$ cat src/vdn_pkg.sv
// Shared types and constants for the four-component vector dot and normalize unit.
package vdn_pkg;

  // Default component width and fixed result widths.
  localparam int DEF_COMP_WIDTH = 16;
  localparam int SCALAR_W       = 34;
  localparam int NORM_W         = 16;
  localparam int NORM_FRAC      = 14;
  localparam int NORM_ONE       = 16384;
  // Quotient bits resolved by the divider, one per stage.
  localparam int QUOT_W         = 15;
  // Divider depth: one setup stage plus one stage per quotient bit.
  localparam int DIV_LAT        = QUOT_W + 1;

  // Operation codes.
  typedef enum logic [1:0] {
    FUNC_DOT  = 2'd0,
    FUNC_SQ   = 2'd1,
    FUNC_MAG  = 2'd2,
    FUNC_NORM = 2'd3
  } func_t;

  // Control and scalar result that travel alongside the datapath.
  typedef struct packed {
    logic                valid;
    func_t               func;
    logic                zero;
    logic [SCALAR_W-1:0] scalar;
  } ctl_t;

endpackage

$ cat src/vdn_sqrt.sv
// Pipelined floor square root, one result bit per stage.
module vdn_sqrt import vdn_pkg::*; #(
  parameter int COMP_WIDTH = DEF_COMP_WIDTH,
  parameter int SQ_W       = 34,
  parameter int MAG_W      = 17
) (
  input  logic                               clk,
  input  logic                               rst,
  input  ctl_t                               ctl_in,
  input  logic        [SQ_W-1:0]             sq,
  input  logic signed [3:0][COMP_WIDTH-1:0]  a_in,
  output ctl_t                               ctl_out,
  output logic        [MAG_W-1:0]            mag,
  output logic signed [3:0][COMP_WIDTH-1:0]  a_out
);

  localparam int RW = 2 * MAG_W + 2;

  logic [RW-1:0]    rem  [0:MAG_W];
  logic [MAG_W-1:0] root [0:MAG_W];
  ctl_t             ctl  [0:MAG_W];
  logic signed [3:0][COMP_WIDTH-1:0] av [0:MAG_W];

  assign rem[0]  = RW'(sq);
  assign root[0] = '0;
  assign ctl[0]  = ctl_in;
  assign av[0]   = a_in;

  // Each stage tries one root bit: adding 2^k grows the square by
  // root*2^(k+1) + 2^(2k), which is taken from the remainder if it fits.
  for (genvar s = 0; s < MAG_W; s++) begin : g_stage
    localparam int K = MAG_W - 1 - s;
    logic [RW-1:0] test;

    always_comb begin
      test = (RW'(root[s]) << (K + 1)) + (RW'(1) << (2 * K));
    end

    always_ff @(posedge clk) begin
      if (rst) begin
        ctl[s+1].valid <= 1'b0;
      end else begin
        ctl[s+1].valid <= ctl[s].valid;
      end
      ctl[s+1].func   <= ctl[s].func;
      ctl[s+1].zero   <= ctl[s].zero;
      ctl[s+1].scalar <= ctl[s].scalar;
      av[s+1]         <= av[s];
      if (rem[s] >= test) begin
        rem[s+1]  <= rem[s] - test;
        root[s+1] <= root[s] | (MAG_W'(1) << K);
      end else begin
        rem[s+1]  <= rem[s];
        root[s+1] <= root[s];
      end
    end
  end

  assign ctl_out = ctl[MAG_W];
  assign mag     = root[MAG_W];
  assign a_out   = av[MAG_W];

endmodule

$ cat config.mk
export PLATFORM = sky130hd
export DESIGN_NAME = vdn_sqrt
export DESIGN_NICKNAME = d
export VERILOG_FILES = /design/src/vdn_pkg.sv /design/src/vdn_sqrt.sv
export SDC_FILE = /design/constraint.sdc
export NUM_CORES = 2
export LEC_CHECK = 0
export ABC_AREA = 1
export ABC_CLOCK_PERIOD_IN_PS = 2760
export BUFFER_PORTS_ARGS = -buffer_cell sky130_fd_sc_hd__buf_4
export CORE_MARGIN = 2
export CORE_UTILIZATION = 49
export CTS_BUF_LIST = sky130_fd_sc_hd__clkbuf_4 sky130_fd_sc_hd__clkbuf_8
export CTS_CLUSTER_DIAMETER = 40
export DETAILED_ROUTE_END_ITERATION = 10
export HOLD_SLACK_MARGIN = 0.15
export PLACE_DENSITY = 0.7
export SETUP_SLACK_MARGIN = 0.3
export SKIP_LAST_GASP = 1
export SLEW_MARGIN = 0
export SYNTH_ARGS = -nofsm -noshare
export SYNTH_HDL_FRONTEND = slang
export SYNTH_SLANG_ARGS = --single-unit
$ cat constraint.sdc
create_clock -name clk -period 2.76 [get_ports clk]
set_clock_uncertainty 0.2 [all_clocks]
set_input_delay 0.552 -clock clk [delete_from_list [all_inputs] [get_ports clk]]
set_output_delay 0.552 -clock clk [all_outputs]
set_load 0.05 [all_outputs]
==> results.py, run 1 <==
metrics = {
    "yosys": {
        "netlist.top_cell.by_area": "sky130_fd_sc_hd__dfxtp_1",
        "mappedNetlistNets": 6467,
        "yosysTopAreaCellShare_pct": 72.9,
        "synthCells": 6163,
        "syn_area_per_cell_sq_um": 11.0,
        "synth_warnings": 0,
        "post_synth_edffs": 0,
        "async_flop_share_pct": 0,
        "ffs_latches_synth": 2462,
        "syn-cell-area_sq_mm": 0.0676,
        "synthDistinctLibCells": 50,
        "synth_seq_area_share_pct": 72.9,
        "postSynth.topFlopCell": "sky130_fd_sc_hd__dfxtp_1",
        "main_area_contributors_after_synthesis": "sky130_fd_sc_hd__dfxtp_1 (73%), sky130_fd_sc_hd__nand2_1 (6.8%), sky130_fd_sc_hd__inv_1 (3.6%), sky130_fd_sc_hd__ha_1 (3.1%), sky130_fd_sc_hd__nor2_1 (2.4%)",
    },
    "floorplanning": {
        "io_pins": 257,
        "die_w_microns": 375,
        "placement_rows": 136,
        "initial_utilization_pct": 49.3,
        "fp.dieH_microns": 375,
    },
    "place": {
        "globalplace.congestion": 0.918,
        "place.detailed.hpwl_mm": 93.0,
        "place.port_buffers": 256,
    },
    "clock_network": {
        "post_cts_resized": 29,
        "cts-root-buf": "sky130_fd_sc_hd__clkbuf_8",
        "cts-htree-levels": 5,
        "number_of_hold_repair_buffers_added_at_the_cts_stage": 1761,
        "clk_path_buf_depth": 4,
        "cts_buffers": 383,
        "post-cts-setup-buffer-count": 2,
        "cts.sink_count": 2462,
    },
    "run_status": {
        "status": "aborted with a tool error",
        "stop_error": "[ERROR RSZ-0060] Max buffer count reached.",
        "stop_stage": "4_1_cts",
    },
}
kinds of logic after synthesis:
kind of cell | Yosys count | share of synthesized area, %
flops | 2462 | 72.9
buf+inv | 786 | 5.13
fa+ha+maj | 166 | 3.07
compound gates | 406 | 3.24
xor+xnor | 156 | 2.02
other cells | 1 | 0.00555
simple gates | 2186 | 13.6
per-stage QoR:
stage | setup slack (ps) | instances | hold WS (ps) | utilization, % | instance area, sq um
floorplan | 696 | 6163 | 110 | - | 67600
detailed placement | 118 | 8129 | 112 | 51.9 | 71200
global placement | 109 | 8129 | 109 | 51.9 | 71200
synth_stat cells (7+ instances only):
cell                       number
sky130_fd_sc_hd__nor3_1        88
sky130_fd_sc_hd__or2_2         17
sky130_fd_sc_hd__nand3b_1      30
sky130_fd_sc_hd__o21ai_1        8
sky130_fd_sc_hd__a21o_1         8
sky130_fd_sc_hd__buf_6          8
sky130_fd_sc_hd__ha_1         166
sky130_fd_sc_hd__xor2_1        88
sky130_fd_sc_hd__buf_2         14
sky130_fd_sc_hd__o21bai_1      18
sky130_fd_sc_hd__nand3_1      239
sky130_fd_sc_hd__inv_2          7
sky130_fd_sc_hd__nor2_1       427
sky130_fd_sc_hd__inv_1        641
sky130_fd_sc_hd__nand4_1       78
sky130_fd_sc_hd__o21ai_0      129
sky130_fd_sc_hd__nand2_1     1228
sky130_fd_sc_hd__xnor2_1       68
sky130_fd_sc_hd__buf_4        112
sky130_fd_sc_hd__a21oi_1      211
sky130_fd_sc_hd__nor4_1        47
sky130_fd_sc_hd__dfxtp_1     2462
sky130_fd_sc_hd__o21a_1         9
==> inputs of run 2 (changes only) <==
Settings changed: CORE_UTILIZATION 49 to 34, CTS_BUF_LIST sky130_fd_sc_hd__clkbuf_4 sky130_fd_sc_hd__clkbuf_8 to unset, CTS_CLUSTER_DIAMETER 40 to unset, HOLD_SLACK_MARGIN 0.15 to unset, PLACE_DENSITY 0.7 to unset, PLACE_DENSITY_LB_ADDON set to 0.15, SETUP_SLACK_MARGIN 0.3 to unset.
==> results.py, run 2 <==
metrics = {
    "run_status": {
        "status": "completed",
    },
    "place": {
        "globalplace.congestion": 0.858,
        "place.detailed.hpwl_mm": 99.3,
        "place_area_sq_mm": 0.0723,
        "place.port_buffers": 256,
    },
    "yosys": {
        "async_flop_share_pct": 0,
        "post_synth_edffs": 0,
        "synth_commonest_cells": "sky130_fd_sc_hd__dfxtp_1 (2462), sky130_fd_sc_hd__nand2_1 (1228), sky130_fd_sc_hd__inv_1 (641), sky130_fd_sc_hd__nor2_1 (427), sky130_fd_sc_hd__nand3_1 (239)",
        "synth_seq_area_share_pct": 72.9,
        "main_area_contributors_after_synthesis": "sky130_fd_sc_hd__dfxtp_1 (73%), sky130_fd_sc_hd__nand2_1 (6.8%), sky130_fd_sc_hd__inv_1 (3.6%), sky130_fd_sc_hd__ha_1 (3.1%), sky130_fd_sc_hd__nor2_1 (2.4%)",
        "netlist.top_cell.by_area": "sky130_fd_sc_hd__dfxtp_1",
        "postSynth.topFlopCell": "sky130_fd_sc_hd__dfxtp_1",
        "ffs_latches_synth": 2462,
        "mappedNetlistNets": 6467,
        "yosysTopAreaCellShare_pct": 72.9,
        "syn-cell-area_sq_mm": 0.0676,
        "synthCells": 6163,
        "synthDistinctLibCells": 50,
        "most_frequent_cell_after_synthesis": "sky130_fd_sc_hd__dfxtp_1",
        "syn_area_per_cell_sq_um": 11.0,
        "synth_warnings": 0,
    },
    "clock_network": {
        "clock_insertion_delay_worst_skew_ps": 870,
        "cts-htree-levels": 4,
        "clk_path_buf_depth": 3,
        "cts-root-buf": "sky130_fd_sc_hd__clkbuf_16",
        "cts_tree": "built",
        "cts.sink_count": 2462,
        "worst_setup_hold_path_clk_slew_ps": 70,
        "cts_buffers": 241,
    },
    "timing": {
        "slew-limit-headroom_pct": 52.0,
        "holdWs_ps": 77.5,
        "worst_pin_slew_ps": 719,
        "final.period_utilization_pct": 94.8,
        "final-hold-violation-count": 0,
        "finalSetupViolCount": 0,
        "max_clock_freq_mhz": 382,
        "final-max-slew-violation-count": 0,
        "fin_crit_ps": 2620,
        "grt_setup_unrepaired": "yes",
    },
    "finish": {
        "final_cell_area_sq_mm": 0.0821,
        "biggestRegsByFlops": "av (1024), ctl (608), rem (575)",
        "fraction_of_final_layout_cells_with_drive_strength_greater_than_1_pct": 11.1,
        "commonest_non_fill_non_tap_cells_in_the_layout": "sky130_fd_sc_hd__dfxtp_1 (2462), sky130_fd_sc_hd__nand2_1 (1228), sky130_fd_sc_hd__inv_1 (641)",
        "nNetsFinal": 7026,
        "layout.cells.most_common": "sky130_fd_sc_hd__dfxtp_1",
        "largest_register_ffs": 1024,
        "postLayoutCoreUtil_pct": 41.6,
        "max_flop_register": "av",
        "areaGrowthSynthToFinish_pct": 21.4,
    },
    "detailed_routing": {
        "first_iter_violations": 1946,
        "routed_via_density": 4.10,
        "detailroute.via_count": 39201,
        "detail_route.wirelength_mm": 133,
        "route.detailed.drc": 0,
        "firstDrtPassIters": 5,
        "routed_wire_length_per_instance_microns": 13.9,
        "ant_nets": 0,
    },
    "setup_path": {
        "kind_of_cell_adding_the_most_delay_to_the_critical_path": "simple AND/OR/NAND/NOR gates",
        "worstSetupStartpointType": "register",
        "critical_path_buf_inv_count": 3,
        "critical_path.max_stage_delay_ps": 390,
        "critical_r2r_launch": "root[127]$_DFF_P_",
        "critical_path_required_ps": 3240,
        "critPathLaunch": "root[127]$_DFF_P_",
        "cpMaxStageDelayCell": "sky130_fd_sc_hd__dfxtp_1",
        "worst_path_maximum_fanout": 11,
        "cp_data_arrival_time_ps": 3090,
        "critical_path.endpoint_type": "register",
        "critical_path_s_most_frequent_cell": "sky130_fd_sc_hd__inv_1",
        "setup_crit_path_kind": "register to register",
        "critical_path.cell_chain": "inv_1 > ha_1 > a21oi_1 > o21ai_2 > inv_1 > nor2_1 > nor3_2 > nand2_4 > buf_4 > xor2_1",
    },
    "global_route": {
        "global_route_wire_length_before_repair_mm": 213,
        "grt.overflow.total": 0,
        "grt_max_degree": 47,
        "first_global_vias": 39831,
        "antenna_violations_before_repair": 1,
        "total_routing_usage_gr_pct": 13.2,
    },
    "min_path": {
        "hp-class": "register to register",
        "start_point_of_the_worst_min_delay_path": "av[426]$_DFF_P_",
    },
    "power": {
        "ir_worst_vdd_v": 0.000660,
        "power.static_leakage_nw": 37.6,
        "power_density_mw_per_mm2": 1060,
    },
    "floorplanning": {
        "design.die.area_sq_mm": 0.202,
        "die_w_microns": 450,
        "core_region_area_sq_mm": 0.197,
        "placement_rows": 163,
        "io_pins": 257,
        "fp.dieH_microns": 450,
        "initial_utilization_pct": 34.2,
    },
    "flow_run": {
        "number_of_max_cap_violations": 0,
    },
}
-- run 2: cell counts after synthesis --
Identical to the previous run, type by type.
-- run 2: layout make-up --
type                       count  area [sq um]
antenna                        1          2.50
tap                         2640          3300
clock inverter               110          1450
fill                       19018        115000
sequential                  2462         49300
timing repair buffer         453          3790
clock buffer                 337          6900
multi-input combinational   2915         14900
inverter                     649          2450
-- run 2: kinds of logic after synthesis --
kind of cell    count (synthesis)  share of synthesized area, %
flops                        2462                          72.9
simple gates                 2186                          13.6
buf+inv                       786                          5.13
compound gates                406                          3.24
fa+ha+maj                     166                          3.07
xor+xnor                      156                          2.02
other cells                     1                       0.00555
-- run 2: worst paths after layout --
check                           slack [ps]  cells past startpoint          endpoint
worst max-delay path                   140                     10  rem[228]$_DFF_P_
worst min-delay path                    80                      0   av[362]$_DFF_P_
worst max register to register         140                     10  rem[228]$_DFF_P_
worst min register to register          80                      0   av[362]$_DFF_P_
-- run 2: routing by layer --
| metal | wire, microns | track usage [%] |
|---|---|---|
| met1 | 61500 | 16.5 |
| met2 | 62100 | 22.3 |
| met3 | 5750 | 2.92 |
| met4 | 4130 | 4.89 |
| met5 | 0 | 0 |
-- run 2: power by group --
group / switching [mW] / leakage, nW / total (mW) / internal [mW]
clock: 13.5 / 4.08 / 33.1 / 19.6
combinational: 7.75 / 12.8 / 12.1 / 4.33
sequential: 2.58 / 20.7 / 41.9 / 39.3
-- run 2: per-stage QoR --
| stage | setup slack (ps) | total power [mW] | setup TNS [ps] | cells |
|---|---|---|---|---|
| after floorplan | 696 | 50.2 | 0 | 6163 |
| after global placement | 16.0 | 54.7 | 0 | 8980 |
| after detailed placement | 98.0 | 54.7 | 0 | 8980 |
| after CTS | 54.0 | 88.5 | 0 | 9566 |
| after global routing | -52.7 | 92.1 | -101 | 9567 |
| final | 144 | 87.1 | 0 | 9567 |
-- run 2: what timing repair did --
item,in CTS,in global routing
hold buffers,139,0
setup buffers,0,0
endpoints found under the setup margin,0,42
endpoints found under the hold margin,153,0
resized for setup,0,10
Power figures use the tool's default switching activity.
