<file path="config.mk">
export PLATFORM = sky130hd
export DESIGN_NAME = vdn_div
export DESIGN_NICKNAME = d
export VERILOG_FILES = /design/src/vdn_pkg.sv /design/src/vdn_div.sv
export SDC_FILE = /design/constraint.sdc
export NUM_CORES = 2
export LEC_CHECK = 0
export BUFFER_PORTS_ARGS = -buffer_cell sky130_fd_sc_hd__buf_2
export CAP_MARGIN = 25
export CORE_MARGIN = 2
export CORE_UTILIZATION = 35
export DETAILED_ROUTE_END_ITERATION = 10
export PLACE_DENSITY_LB_ADDON = 0.15
export SETUP_SLACK_MARGIN = 0.05
export SYNTH_ARGS = -nofsm -noshare
export SYNTH_HDL_FRONTEND = slang
export SYNTH_SLANG_ARGS = --single-unit
export TNS_END_PERCENT = 5
</file>
<file path="constraint.sdc">
create_clock -name clk -period 3.7 [get_ports clk]
set_clock_uncertainty 0.15 [all_clocks]
set_input_delay 0.74 -clock clk [delete_from_list [all_inputs] [get_ports clk]]
set_output_delay 0.74 -clock clk [all_outputs]
set_load 0.02 [all_outputs]
</file>
<file path="src/vdn_pkg.sv">
// Shared types and constants for the four-component vector dot and normalize unit.
package vdn_pkg;

  // Default component width and fixed result widths.
  localparam int DEF_COMP_WIDTH = 16;
  localparam int SCALAR_W       = 34;
  localparam int NORM_W         = 16;
  localparam int NORM_FRAC      = 14;
  localparam int NORM_ONE       = 16384;
  // Quotient bits resolved by the divider, one per stage.
  localparam int QUOT_W         = 15;
  // Divider depth: one setup stage plus one stage per quotient bit.
  localparam int DIV_LAT        = QUOT_W + 1;

  // Operation codes.
  typedef enum logic [1:0] {
    FUNC_DOT  = 2'd0,
    FUNC_SQ   = 2'd1,
    FUNC_MAG  = 2'd2,
    FUNC_NORM = 2'd3
  } func_t;

  // Control and scalar result that travel alongside the datapath.
  typedef struct packed {
    logic                valid;
    func_t               func;
    logic                zero;
    logic [SCALAR_W-1:0] scalar;
  } ctl_t;

endpackage

</file>
<file path="src/vdn_div.sv">
// Pipelined restoring divider for one component: |a| * 2^14 / magnitude.
module vdn_div import vdn_pkg::*; #(
  parameter int COMP_WIDTH = DEF_COMP_WIDTH,
  parameter int MAG_W      = 17
) (
  input  logic                         clk,
  input  logic signed [COMP_WIDTH-1:0] a,
  input  logic        [MAG_W-1:0]      mag,
  output logic                         neg,
  output logic                         sat,
  output logic        [QUOT_W-1:0]     quot
);

  localparam int DW = MAG_W + COMP_WIDTH + QUOT_W + 2;

  logic [COMP_WIDTH-1:0] ua;
  logic [DW-1:0]         r   [0:QUOT_W];
  logic [MAG_W-1:0]      dv  [0:QUOT_W];
  logic [QUOT_W-1:0]     q   [0:QUOT_W];
  logic                  ng  [0:QUOT_W];
  logic                  st  [0:QUOT_W];

  assign ua = a[COMP_WIDTH-1] ? COMP_WIDTH'(-a) : COMP_WIDTH'(a);

  // Setup stage: magnitude of the numerator and the overflow test.
  // The quotient reaches 2^15 exactly when |a| >= 2 * magnitude.
  always_ff @(posedge clk) begin
    r[0]  <= DW'(ua) << NORM_FRAC;
    dv[0] <= mag;
    q[0]  <= '0;
    ng[0] <= a[COMP_WIDTH-1];
    st[0] <= (DW'(ua) >= (DW'(mag) << 1));
  end

  // One quotient bit per stage, most significant first.
  for (genvar s = 0; s < QUOT_W; s++) begin : g_stage
    localparam int K = QUOT_W - 1 - s;
    logic [DW-1:0] sub;

    always_comb begin
      sub = DW'(dv[s]) << K;
    end

    always_ff @(posedge clk) begin
      dv[s+1] <= dv[s];
      ng[s+1] <= ng[s];
      st[s+1] <= st[s];
      if (r[s] >= sub) begin
        r[s+1] <= r[s] - sub;
        q[s+1] <= q[s] | (QUOT_W'(1) << K);
      end else begin
        r[s+1] <= r[s];
        q[s+1] <= q[s];
      end
    end
  end

  assign neg  = ng[QUOT_W];
  assign sat  = st[QUOT_W];
  assign quot = q[QUOT_W];

endmodule

</file>
[After elaboration in Yosys (flattened, before gate mapping)]
Memories as Yosys holds them, arrays and structs flattened.
Index checks and enable logic that the tools add are counted.
Word-level totals
  bits in registers: 0
  latch bits: 0
  bits in writable memories: 1344
  memory bits (read-only): 0
  input port bits: 34
  output and inout port bits: 17
  word-level logic and storage cells: 143
  memories: 5
Cells by class
  add/subtract/negate cells: 16
  $mul: 0
  divide/modulo/power cells: 0
  magnitude comparators: 16
  equality and inequality tests: 0
  shift-type cells: 0
  mux-type cells: 76
  bitwise gates (word level): 30
  reductions and logical operators: 0
Memory list
  r: words 16, width 50, rd ports 15, clocked after Yosys merged registers in 0, wr ports 16, RTL line vdn_div.sv:17  | logic [DW-1:0] r [0:QUOT_W];
  dv: words 16, width 17, rd ports 15, clocked after Yosys merged registers in 0, wr ports 16, RTL line vdn_div.sv:18  | logic [MAG_W-1:0] dv [0:QUOT_W];
  q: words 16, width 15, rd ports 16, clocked after Yosys merged registers in 0, wr ports 16, RTL line vdn_div.sv:19  | logic [QUOT_W-1:0] q [0:QUOT_W];
  ng: words 16, width 1, rd ports 16, clocked after Yosys merged registers in 0, wr ports 16, RTL line vdn_div.sv:20  | logic ng [0:QUOT_W];
  st: words 16, width 1, rd ports 16, clocked after Yosys merged registers in 0, wr ports 16, RTL line vdn_div.sv:21  | logic st [0:QUOT_W];
Operators by type and width (count)
  50-bit 2-to-1 mux: 15
  15-bit 2-to-1 mux: 15
  50-bit by 17-bit >= comparator with 1-bit output: 1
  50-bit by 18-bit >= comparator with 1-bit output: 1
  50-bit by 19-bit >= comparator with 1-bit output: 1
  50-bit by 20-bit >= comparator with 1-bit output: 1
  50-bit by 21-bit >= comparator with 1-bit output: 1
  50-bit by 22-bit >= comparator with 1-bit output: 1
  50-bit by 23-bit >= comparator with 1-bit output: 1
  50-bit by 24-bit >= comparator with 1-bit output: 1
  50-bit by 25-bit >= comparator with 1-bit output: 1
  50-bit by 26-bit >= comparator with 1-bit output: 1
  50-bit by 27-bit >= comparator with 1-bit output: 1
  50-bit by 28-bit >= comparator with 1-bit output: 1
  50-bit by 29-bit >= comparator with 1-bit output: 1
  50-bit by 30-bit >= comparator with 1-bit output: 1
  50-bit by 31-bit >= comparator with 1-bit output: 1
  50-bit by 17-bit subtractor with 50-bit output: 1
  50-bit by 18-bit subtractor with 50-bit output: 1
  50-bit by 19-bit subtractor with 50-bit output: 1
  50-bit by 20-bit subtractor with 50-bit output: 1
  50-bit by 21-bit subtractor with 50-bit output: 1
  50-bit by 22-bit subtractor with 50-bit output: 1
  50-bit by 23-bit subtractor with 50-bit output: 1
  13 further kinds: 86

[Logic depth before layout (Yosys ltp)]
An unclocked memory read counts as a cell.
  depth after elaboration: 5
  mapped depth: 14
  mapped depth without buffers: 14

[Worst setup path before layout]
OpenSTA, ideal clock, no wires.
  path kind: register -> register
  start: memory dv[12][10] (netlist: dv[1][78])
  end: memory r[13][29] (netlist bit)
  library setup time: 0.118 ns
  arrival time: 3.129 ns
  required time: 3.432 ns
  path slack: 0.303 ns
  cell stages (with the launch flop): 12
  path buffers: 1
  period minus slack after synthesis: 3.397 ns
  path through: dfxtp_1 > inv_1 > ha_1 > a211o_1 > or3_1 > nor4b_1 > o31ai_1 > a22o_1 > a311oi_1 > clkbuf_1 > nand3_1 > xnor2_1
RTL lines (RTL line)
  from (decl): vdn_div.sv:18
  to (decl): vdn_div.sv:17

==> impl_results.md <==
* CTS Buf Count at 108
* Period utilization at 0.954
* Final setup vio count at 0
* Routability Congestion at 0.860
* Achievable frequency at 283 MHz
* Minimum setup slack in the final design at 169 ps
* Number of enable flip-flop cells after synthesis at 0
* Placed wire-length estimate after detailed placement at 86,600 um
* Worst Path Required at 4130 ps
* Internal power summed over all cells at 28.5 mW
* Wire length of the first global-routing pass at 175,000 um
* Initial Utilization at 0.353
* DRC violations left at 0
* Endpoints failing hold at 0
* Routed wire length per instance at 16.6 um
* Max-Slew Margin vs Limit at 0.459
* Final cell count without fillers at 6,595
* Total of buffers placed on input and output ports at 50
* Status: finished clean
* Sort of element at the end of the critical path: flop
* Clock tree from TritonCTS: done
* Max cap viols at 0
* Final Util at 0.412
* Die footprint at 0.128 mm2
* Clock sink count at 1,015
* Total grt overflow at 0
* Horiz. Die Dim at 357 um
* Number of register bits inferred by synthesis at 1,015
* Cells after DPL at 6,373
* Maximum vdd ir drop at 0.421 mV
* CP arrival at 3960 ps
* Number of buffers on the longest clock path at 3
* Syn Inst Count at 4,633
* Pin slew with the least headroom to its limit at 807 ps
* Combinational fraction of design power at 0.348
* Syn-to-layout area delta at 16.8%
* Final-stage net count at 5,183
* Synth Area per Inst at 9.43 um2
* Clk pwr share at 0.263
* Cell variety after synth at 86
* Level count of the clock H-tree at 3
* Count of pins on the block boundary at 51
* Sequential area share after synthesis at 0.465
* Count of pins over their slew limit at 0
* Overall via count from detail_route at 32,163
* Total power divided by cell area at 874 mW/mm2
* Core outline area at 0.124 mm2
* Category of the critical setup timing path: reg -> reg
* Startpoint types: flop
* Final sum of negative setup slack at 0 ps
* Net Switching at 16.1 mW
* Global router's overall resource usage at 0.171
* Clock period minus worst slack at 3530 ps
* Setup slack after placement at -208 ps
* YS warnings at 0
* Path type of the worst min-delay path: in -> reg
* Detailed-routing iteration count for the pre-antenna-repair pass at 7
* Fillers at 12,296
* Overall die height at 357 um
* RSZ-0062 raised after global routing: no
* Predominant post-synthesis flop cell: sky130_fd_sc_hd__dfxtp_1
* Clock transition time at the flip-flop clock pins of the worst setup and hold paths at 60 ps
* ANT nets after route at 0
* Fraction of power consumed by sequential logic at 0.389
* Number of rows in the core area at 129
* Via count of the first global-routing pass at 32,492
* Clk_lat worst skew at 720 ps
* DR vias/cell at 4.88
* Post-synth ARST share at 0
* Count of routing violations after the opening detailed-route iteration at 1,637
* Maximum number of pins on one net before global-route repair at 32
* Post-Synthesis Cell Area at 0.0437 mm2
* Pleak at 21.7 nW
* Total design power at 44.6 mW
* CP Max Fanout at 12
* Proportion of layout cells with a drive suffix above 1 at 0.102
* Switching power as a share of total power at 0.361
* Initial antenna violation count at 1
* Total nets after synthesis at 4,951
* Cell chosen for the clock root: sky130_fd_sc_hd__clkbuf_16
* Detailed Route WL at 109,000 um
## worst max-delay path: stages, from the launching register on
cell	delay [ps]
sky130_fd_sc_hd__dfxtp_1	330
sky130_fd_sc_hd__or4_4	560
sky130_fd_sc_hd__or4b_4	540
sky130_fd_sc_hd__or4_4	470
sky130_fd_sc_hd__or4_4	540
sky130_fd_sc_hd__a31o_4	240
sky130_fd_sc_hd__o211ai_2	140
sky130_fd_sc_hd__buf_4	210
sky130_fd_sc_hd__nor4_1	70
sky130_fd_sc_hd__xor2_1	150
## power groups by stage
stage                     Sequential, mW  Combinational [mW]  Clock, mW
after detailed placement            17.6                15.5          0
after global routing                17.7                17.4       12.5
final                               17.3                15.5       11.7
after global placement              17.6                15.5          0
after floorplan                     16.3                11.4          0
after CTS                           17.3                15.6       12.1
## logic make-up (layout without fill, tap and decap cells)
logic type      after synthesis  count (layout)  share of synthesized area
other cells                   0               1                          0
mux                          35              35                    0.00900
fa+ha+maj                   284             284                     0.0838
simple gates               1473            1473                      0.176
buf+inv                     432             756                     0.0377
flops                      1015            1015                      0.465
xor+xnor                    500             500                      0.100
compound gates              894             894                      0.128
## synth_stat cells (16+ instances only)
cell | n | share of area
sky130_fd_sc_hd__a211oi_1 | 35 | 0.0060
sky130_fd_sc_hd__a21o_1 | 84 | 0.014
sky130_fd_sc_hd__a21oi_1 | 235 | 0.027
sky130_fd_sc_hd__a31oi_1 | 23 | 0.0033
sky130_fd_sc_hd__and2_1 | 17 | 0.0024
sky130_fd_sc_hd__and3_1 | 35 | 0.0050
sky130_fd_sc_hd__clkbuf_1 | 71 | 0.0061
sky130_fd_sc_hd__dfxtp_1 | 1015 | 0.47
sky130_fd_sc_hd__ha_1 | 270 | 0.077
sky130_fd_sc_hd__inv_1 | 339 | 0.029
sky130_fd_sc_hd__mux2_2 | 34 | 0.0088
sky130_fd_sc_hd__nand2_1 | 309 | 0.027
sky130_fd_sc_hd__nand2b_1 | 76 | 0.011
sky130_fd_sc_hd__nand3_1 | 109 | 0.012
sky130_fd_sc_hd__nand3b_1 | 23 | 0.0040
sky130_fd_sc_hd__nand4_1 | 46 | 0.0066
sky130_fd_sc_hd__nor2_1 | 297 | 0.026
sky130_fd_sc_hd__nor2b_1 | 42 | 0.0060
sky130_fd_sc_hd__nor3_1 | 146 | 0.017
sky130_fd_sc_hd__nor4_1 | 119 | 0.017
sky130_fd_sc_hd__nor4b_1 | 18 | 0.0036
sky130_fd_sc_hd__o211ai_1 | 16 | 0.0028
sky130_fd_sc_hd__o21a_1 | 57 | 0.0098
sky130_fd_sc_hd__o21ai_0 | 264 | 0.030
sky130_fd_sc_hd__o21bai_1 | 18 | 0.0031
sky130_fd_sc_hd__o31a_1 | 19 | 0.0038
sky130_fd_sc_hd__o31ai_1 | 43 | 0.0074
sky130_fd_sc_hd__or2_2 | 40 | 0.0057
sky130_fd_sc_hd__or3_1 | 79 | 0.011
sky130_fd_sc_hd__or4_1 | 68 | 0.012
sky130_fd_sc_hd__xnor2_1 | 240 | 0.048
sky130_fd_sc_hd__xor2_1 | 260 | 0.052
## layer usage
| metal | vias to the layer above | routed length (um) | part of all wire | global-route usage |
|---|---|---|---|---|
| met5 | - | 0 | 0 | 0 |
| li1 | 16613 | - | - | - |
| met1 | 14909 | 44600 | 0.41 | 0.187 |
| met2 | 447 | 57200 | 0.52 | 0.327 |
| met3 | 194 | 3060 | 0.028 | 0.0252 |
| met4 | 0 | 4300 | 0.039 | 0.0680 |
## flip-flops by register name, indices dropped and copies added, names as in the netlist
| register | cells |
|---|---|
| dv | 255 |
| ng | 16 |
| q | 120 |
| r | 608 |
| st | 16 |
## path summary, 6_finish.rpt
path | from | to | slack, ps | cells after the start
worst min register to register | st[3][0] | st[3][1] | 160 | 0
worst min-delay path | a[14] | r[0][29] | 90 | 2
worst max register to register | r[4][36] | r[5][43] | 170 | 9
worst max-delay path | r[4][36] | r[5][43] | 170 | 9
## cell type report
cell class | count | area [um2] | share of cell area
Timing Repair Buffer | 211 | 1540 | 0.0302
Clock inverter | 58 | 897 | 0.0176
Multi-Input combinational cell | 3186 | 21800 | 0.428
Clock buffer | 144 | 3090 | 0.0606
Tap cell | 1637 | 2050 | 0.0402
Sequential cell | 1015 | 20300 | 0.398
Antenna cell | 1 | 2.50 | 0.0000491
Inverter | 343 | 1290 | 0.0252
## metrics by stage
step	instance area [um2]	hold WS [ps]
floorplan	43700	160
global placement	46800	160
detailed placement	46800	162
CTS	50900	28.6
global route	51000	46.9
finish	51000	93.7
## repair_timing
action / 4_1_cts / 5_1_grt
endpoints found under the hold margin: 17 / 0
gates resized for setup: 1 / 11
endpoints found under the setup margin: 19 / 46
hold buffers: 17 / 0
pin swaps: 0 / 2
buffers inserted: 0 / 2
## placed cells by master (no fill, tap or decap), types with 17 or more instances in the layout
| master | instances |
|---|---|
| sky130_fd_sc_hd__and2_1 | 17 |
| sky130_fd_sc_hd__dlygate4sd3_1 | 17 |
| sky130_fd_sc_hd__buf_4 | 141 |
| sky130_fd_sc_hd__nand3_1 | 109 |
| sky130_fd_sc_hd__nand4_1 | 46 |
| sky130_fd_sc_hd__buf_2 | 50 |
| sky130_fd_sc_hd__nor4_1 | 115 |
| sky130_fd_sc_hd__a31oi_1 | 21 |
| sky130_fd_sc_hd__mux2_2 | 34 |
| sky130_fd_sc_hd__xnor2_1 | 240 |
| sky130_fd_sc_hd__o21ai_0 | 263 |
| sky130_fd_sc_hd__nand2b_1 | 76 |
| sky130_fd_sc_hd__inv_1 | 339 |
| sky130_fd_sc_hd__or2_2 | 40 |
| sky130_fd_sc_hd__nand3b_1 | 23 |
| sky130_fd_sc_hd__xor2_1 | 260 |
| sky130_fd_sc_hd__a21oi_1 | 234 |
| sky130_fd_sc_hd__ha_1 | 270 |
| sky130_fd_sc_hd__nor2_1 | 297 |
| sky130_fd_sc_hd__or3_1 | 79 |
| sky130_fd_sc_hd__or4_1 | 68 |
| sky130_fd_sc_hd__bufinv_16 | 17 |
| sky130_fd_sc_hd__nor2b_1 | 42 |
| sky130_fd_sc_hd__o21a_1 | 57 |
| sky130_fd_sc_hd__dfxtp_1 | 1015 |
| sky130_fd_sc_hd__a21o_1 | 84 |
| sky130_fd_sc_hd__o31ai_1 | 42 |
| sky130_fd_sc_hd__nand2_1 | 309 |
| sky130_fd_sc_hd__o31a_1 | 19 |
| sky130_fd_sc_hd__and3_1 | 35 |
| sky130_fd_sc_hd__a211oi_1 | 35 |
| sky130_fd_sc_hd__clkbuf_8 | 23 |
| sky130_fd_sc_hd__nor3_1 | 145 |
| sky130_fd_sc_hd__o21bai_1 | 18 |
| sky130_fd_sc_hd__clkbuf_16 | 109 |
(Power assumes the default switching activity.)
